==> src/rtl/calp_pkg.sv <==
// Shared types, constants and field widths of the ASCII CAN line parser.
package calp_pkg;

    // Field widths
    localparam int OP_W      = 2;
    localparam int BYTE_W    = 8;
    localparam int ID_W      = 29;
    localparam int LEN_W     = 4;
    localparam int PAY_W     = 64;
    localparam int TIME_W    = 32;
    localparam int POS_W     = 5;
    localparam int ACC_W     = 32;

    // Width of the millisecond counter (16 to 64)
    localparam int TIME_BITS = 32;

    // Identifier limits
    localparam logic [ACC_W-1:0] STD_ID_MAX = 32'h0000_07FF;
    localparam logic [ACC_W-1:0] EXT_ID_MAX = 32'h1FFF_FFFF;

    // Character codes
    localparam logic [BYTE_W-1:0] CHAR_CR      = 8'h0D;
    localparam logic [BYTE_W-1:0] CHAR_STD_DAT = 8'h74;  // t
    localparam logic [BYTE_W-1:0] CHAR_STD_RTR = 8'h54;  // T
    localparam logic [BYTE_W-1:0] CHAR_EXT_DAT = 8'h65;  // e
    localparam logic [BYTE_W-1:0] CHAR_EXT_RTR = 8'h45;  // E

    // Identifier digit counts
    localparam logic [POS_W-1:0] STD_ID_DIGITS = 5'd3;
    localparam logic [POS_W-1:0] EXT_ID_DIGITS = 5'd8;
    localparam logic [POS_W-1:0] POS_MAX       = 5'd31;

    // Request operations
    typedef enum logic [OP_W-1:0] {
        OP_BYTE  = 2'd0,
        OP_TICK  = 2'd1,
        OP_CLEAR = 2'd2
    } op_e;

    // Classified request passed from front to back
    typedef struct packed {
        op_e              op;
        logic             is_cr;
        logic             type_ok;
        logic             type_ext;
        logic             type_rem;
        logic             hex_ok;
        logic [3:0]       hex_val;
        logic             len_ok;
        logic [LEN_W-1:0] len_val;
    } cmd_t;

    // Queue status
    typedef struct packed {
        logic [1:0] level;
    } fifo_stat_t;

    // Parser status
    typedef struct packed {
        logic pos_zero;
        logic line_bad;
    } back_stat_t;

endpackage

==> src/rtl/calp_fifo.sv <==
// Two-entry queue of classified requests between front and back.
module calp_fifo
    import calp_pkg::*;
(
    input  logic       clk,
    input  logic       rst_n,
    input  logic       push_valid,
    output logic       push_ready,
    input  cmd_t       push_cmd,
    output logic       pop_valid,
    input  logic       pop_ready,
    output cmd_t       pop_cmd,
    output fifo_stat_t stat
);

    cmd_t       mem_reg [2];
    logic       wr_ptr_reg;
    logic       rd_ptr_reg;
    logic [1:0] level_reg;
    logic [1:0] level_next;
    logic       push;
    logic       pop;

    assign push_ready = (level_reg != 2'd2);
    assign pop_valid  = (level_reg != 2'd0);
    assign pop_cmd    = mem_reg[rd_ptr_reg];
    assign push       = push_valid && push_ready;
    assign pop        = pop_valid && pop_ready;
    assign stat.level = level_reg;

    always_comb
    begin
        level_next = level_reg;
        if (push && !pop)
        begin
            level_next = level_reg + 2'd1;
        end
        else if (pop && !push)
        begin
            level_next = level_reg - 2'd1;
        end
    end

    // Pointers and fill level
    always_ff @(posedge clk or negedge rst_n)
    begin
        if (!rst_n)
        begin
            wr_ptr_reg <= 1'b0;
            rd_ptr_reg <= 1'b0;
            level_reg  <= 2'd0;
        end
        else
        begin
            level_reg <= level_next;
            if (push)
            begin
                wr_ptr_reg <= ~wr_ptr_reg;
            end
            if (pop)
            begin
                rd_ptr_reg <= ~rd_ptr_reg;
            end
        end
    end

    // Storage
    always_ff @(posedge clk)
    begin
        if (push)
        begin
            mem_reg[wr_ptr_reg] <= push_cmd;
        end
    end

endmodule

==> config.mk <==
export PLATFORM = sky130hd
export DESIGN_NAME = calp_fifo
export DESIGN_NICKNAME = d
export VERILOG_FILES = /design/src/rtl/calp_pkg.sv /design/src/rtl/calp_fifo.sv
export SDC_FILE = /design/constraint.sdc
export NUM_CORES = 1
export LEC_CHECK = 0
export BUFFER_PORTS_ARGS = -buffer_cell sky130_fd_sc_hd__buf_2
export CAP_MARGIN = 25
export CORE_AREA = 2 2 64 48
export CTS_CLUSTER_SIZE = 28
export DETAILED_ROUTE_END_ITERATION = 8
export DIE_AREA = 0 0 66 50
export PLACE_DENSITY = 0.81
export SYNTH_ARGS = -nofsm -noshare
export SYNTH_HDL_FRONTEND = slang
export SYNTH_SLANG_ARGS = --single-unit
export TNS_END_PERCENT = 10
==> constraint.sdc <==
create_clock -name clk -period 3.8 [get_ports clk]
set_clock_uncertainty 0.15 [all_clocks]
set_input_delay 0.38 -clock clk [delete_from_list [all_inputs] [get_ports clk]]
set_output_delay 0.38 -clock clk [all_outputs]
set_load 0.01 [all_outputs]
==> qor.yml <==
route:
  wl_met1_um: 809
  wl_per_cell_um: 13.98
  drt-total-wl_mm: 2.111
  routed_via_density: 4.828
  wl_met3_um: 183
  postRouteAntennaNets: 0
  drc: 0
  vias: 729
  firstDrtPassIters: 2
  highest_layer: "met4"
  routed-wl-met2_mm: 1.102
  drt-initial-drc-count: 14
cts:
  clkLatencyLatePin_ps: 270
  cts-resized-gates: 0
  cts.sinks: 36
  numCtsBuffers: 5
  clockRootBuffer: "clkbuf_8"
  cts_tree: "built"
  cts.path.max_buffers: 2
  htreeDepth: 2
  hold_buffers: 1
  clkTransAtPathRegs_ps: 60
  post_cts_buffers: 0
logic_synthesis:
  syn_area_um2: 1403
  synth_compound_area_frac: 0
  synth_top_family_by_area: "multiplexers"
  ys_ff_latch: 36
  synthMuxAreaShare: 0.1525
  synthAdderAreaFrac: 0.008921
  ys_types: 16
  synth_warnings: 0
  synth-xor-area-share: 0.03122
  synth_area_per_cell_um2: 20.63
  synthSimpleGateAreaFrac: 0.02587
  seq_area_frac_synth: 0.7565
  synth_nets: 89
  synthCells: 68
setup_path:
  critPathCaptureType: "primary output"
  cp_num_buf_inv: 1
  critical_path.max_fanout: 17
  cp_cell_sequence: "mux2_2 > buf_2"
  reg2reg_slack_ps: 2030
  cp.required_ps: 3270
  critPathMaxStageDelay_ps: 920
  cp-start-kind: "flop"
  crit_family: "flip-flops"
  criticalPathCategory: "reg2out"
  cpMaxStageDelayCell: "dfrtp_1"
  cp.arrival_ps: 1750
grt:
  grt_max_degree: 18
  grt_use_total: 0.1452
  antenna_found_initial: 0
  grt_pass1_wl_mm: 3.374
  grt-ovfl-total: 0
  grt_pass1_vias: 749
timing:
  fin_ws_ps: 1516
  slew-limit-headroom: 0.4158
  hold_violations: 0
  rsz0062_at_grt: "no"
  drv_slew: 0
  setup_violations: 0
  hold_slack_ps: 136.7
  timing.fmax_mhz: 437.8
  post-route-period-util: 0.6011
  tightest_slew_ps: 876.2
  fin_crit_ps: 2284
  tns_ps: 0
power_and_ir_drop:
  pwr-share-seq: 0.488
  p_int_mw: 0.9003
  power_switching_mw: 0.3797
  ir_worst_vdd_mv: 0.5100
  p_clk_frac: 0.191
  total_power_mw: 1.280
  pwr-share-comb: 0.321
  p_leak_nw: 0.6968
  powerDensity_nw_per_um2: 748.9
  swShare: 0.2966
final_layout:
  final_core_util: 0.6371
  largest_reg_flops: 32
  ff_latch_area_um2: 1061
  drive_gt1_frac: 0.5391
  fill_cells: 213
  antenna_cells: 0
  multi_input_area_um2: 306.5
  nets: 135
  area_growth_pct: 21.86
floorplanning:
  die_area_um2: 3300
  ios: 40
  coreArea_um2: 2683
  initial_core_util: 0.5229
  die_height_um: 50
  rows: 16
  die_w_um: 66
run:
  max_cap_violations: 0
status:
  status: "complete, no violations"
placement:
  portBuffers: 39
  pre_cts_slack_ps: 1797
  hpwlAfterDp_mm: 1.445
  place.gp.congestion: 0.6147
min_path:
  hold_path_class: "in2reg"
==> final timing paths <==
| kind | start | endpoint | cells after the start |
|---|---|---|---|
| worst min register to register | wr_ptr_reg | wr_ptr_reg | 1 |
| worst max-delay path | rd_ptr_reg | pop_cmd[12] | 2 |
| worst max register to register | stat[0] | mem_reg[1][12] | 2 |
| worst min-delay path | push_cmd[15] | mem_reg[1][15] | 1 |
| max in group asynchronous | rst_n | stat[1] | 2 |
| min in group asynchronous | rst_n | wr_ptr_reg | 2 |
==> synth_stat cells <==
master     n  share of area
and3_1     1         0.0045
buf_12     1          0.014
buf_6      1         0.0080
dfrtp_1    4          0.071
edfxtp_1  32           0.69
ha_1       1         0.0089
inv_1      1         0.0027
mux2_2     7          0.056
mux2_4     9          0.096
nand2_1    1         0.0027
nand2_2    1         0.0045
nand2b_1   1         0.0045
nor2_1     2         0.0054
or2_1      1         0.0045
xnor2_1    3          0.019
xor2_1     2          0.012
==> area by class of cell <==
| cell class | instances | share of cell area |
|---|---|---|
| Sequential cell | 36 | 0.6208 |
| Clock inverter | 1 | 0.002196 |
| Timing Repair Buffer | 41 | 0.1245 |
| Inverter | 1 | 0.002196 |
| Tap cell | 36 | 0.02635 |
| Multi-Input combinational cell | 29 | 0.1794 |
| Clock buffer | 7 | 0.04466 |
==> per-layer routing <==
layer,up-vias,track usage
met1,350,0.1618
met3,2,0.06393
li1,345,-
met4,0,0.04082
met5,-,0
met2,32,0.2525
==> logic make-up after synthesis <==
group	after synthesis
xor+xnor	5
fa+ha+maj	1
buf+inv	3
flops	36
mux	16
simple gates	7
==> cell usage in the layout, fill, tap and decap left out, types with 2 or more instances in the layout <==
cell	Yosys	layout
mux2_2	7	7
clkbuf_1	0	2
dfrtp_1	4	4
xnor2_1	3	3
xor2_1	2	2
edfxtp_1	32	32
buf_2	0	39
mux2_4	9	9
nor2_1	2	2
clkbuf_8	0	5
==> worst register-to-register path: cells and delay by family, from the launching register on <==
kind / cells / cell delay [ps]
flops: 1 / 410
simple gates: 2 / 830
==> power by group through the flow <==
stage	Sequential (mW)	Combinational (mW)	Clock, mW
6_report	0.624	0.411	0.244
5_1_grt	0.640	0.450	0.269
4_1_cts	0.627	0.418	0.254
3_5_place_dp	0.635	0.415	0
3_3_place_gp	0.628	0.404	0
2_1_floorplan	0.590	0.338	0
==> through the flow <==
stage / instance area [µm²] / std cells
6_report: 1709 / 151
5_1_grt: 1709 / 151
4_1_cts: 1709 / 151
3_5_place_dp: 1619 / 142
3_3_place_gp: 1619 / 142
2_1_floorplan: 1403 / 68
Power figures use the tool's default switching activity.
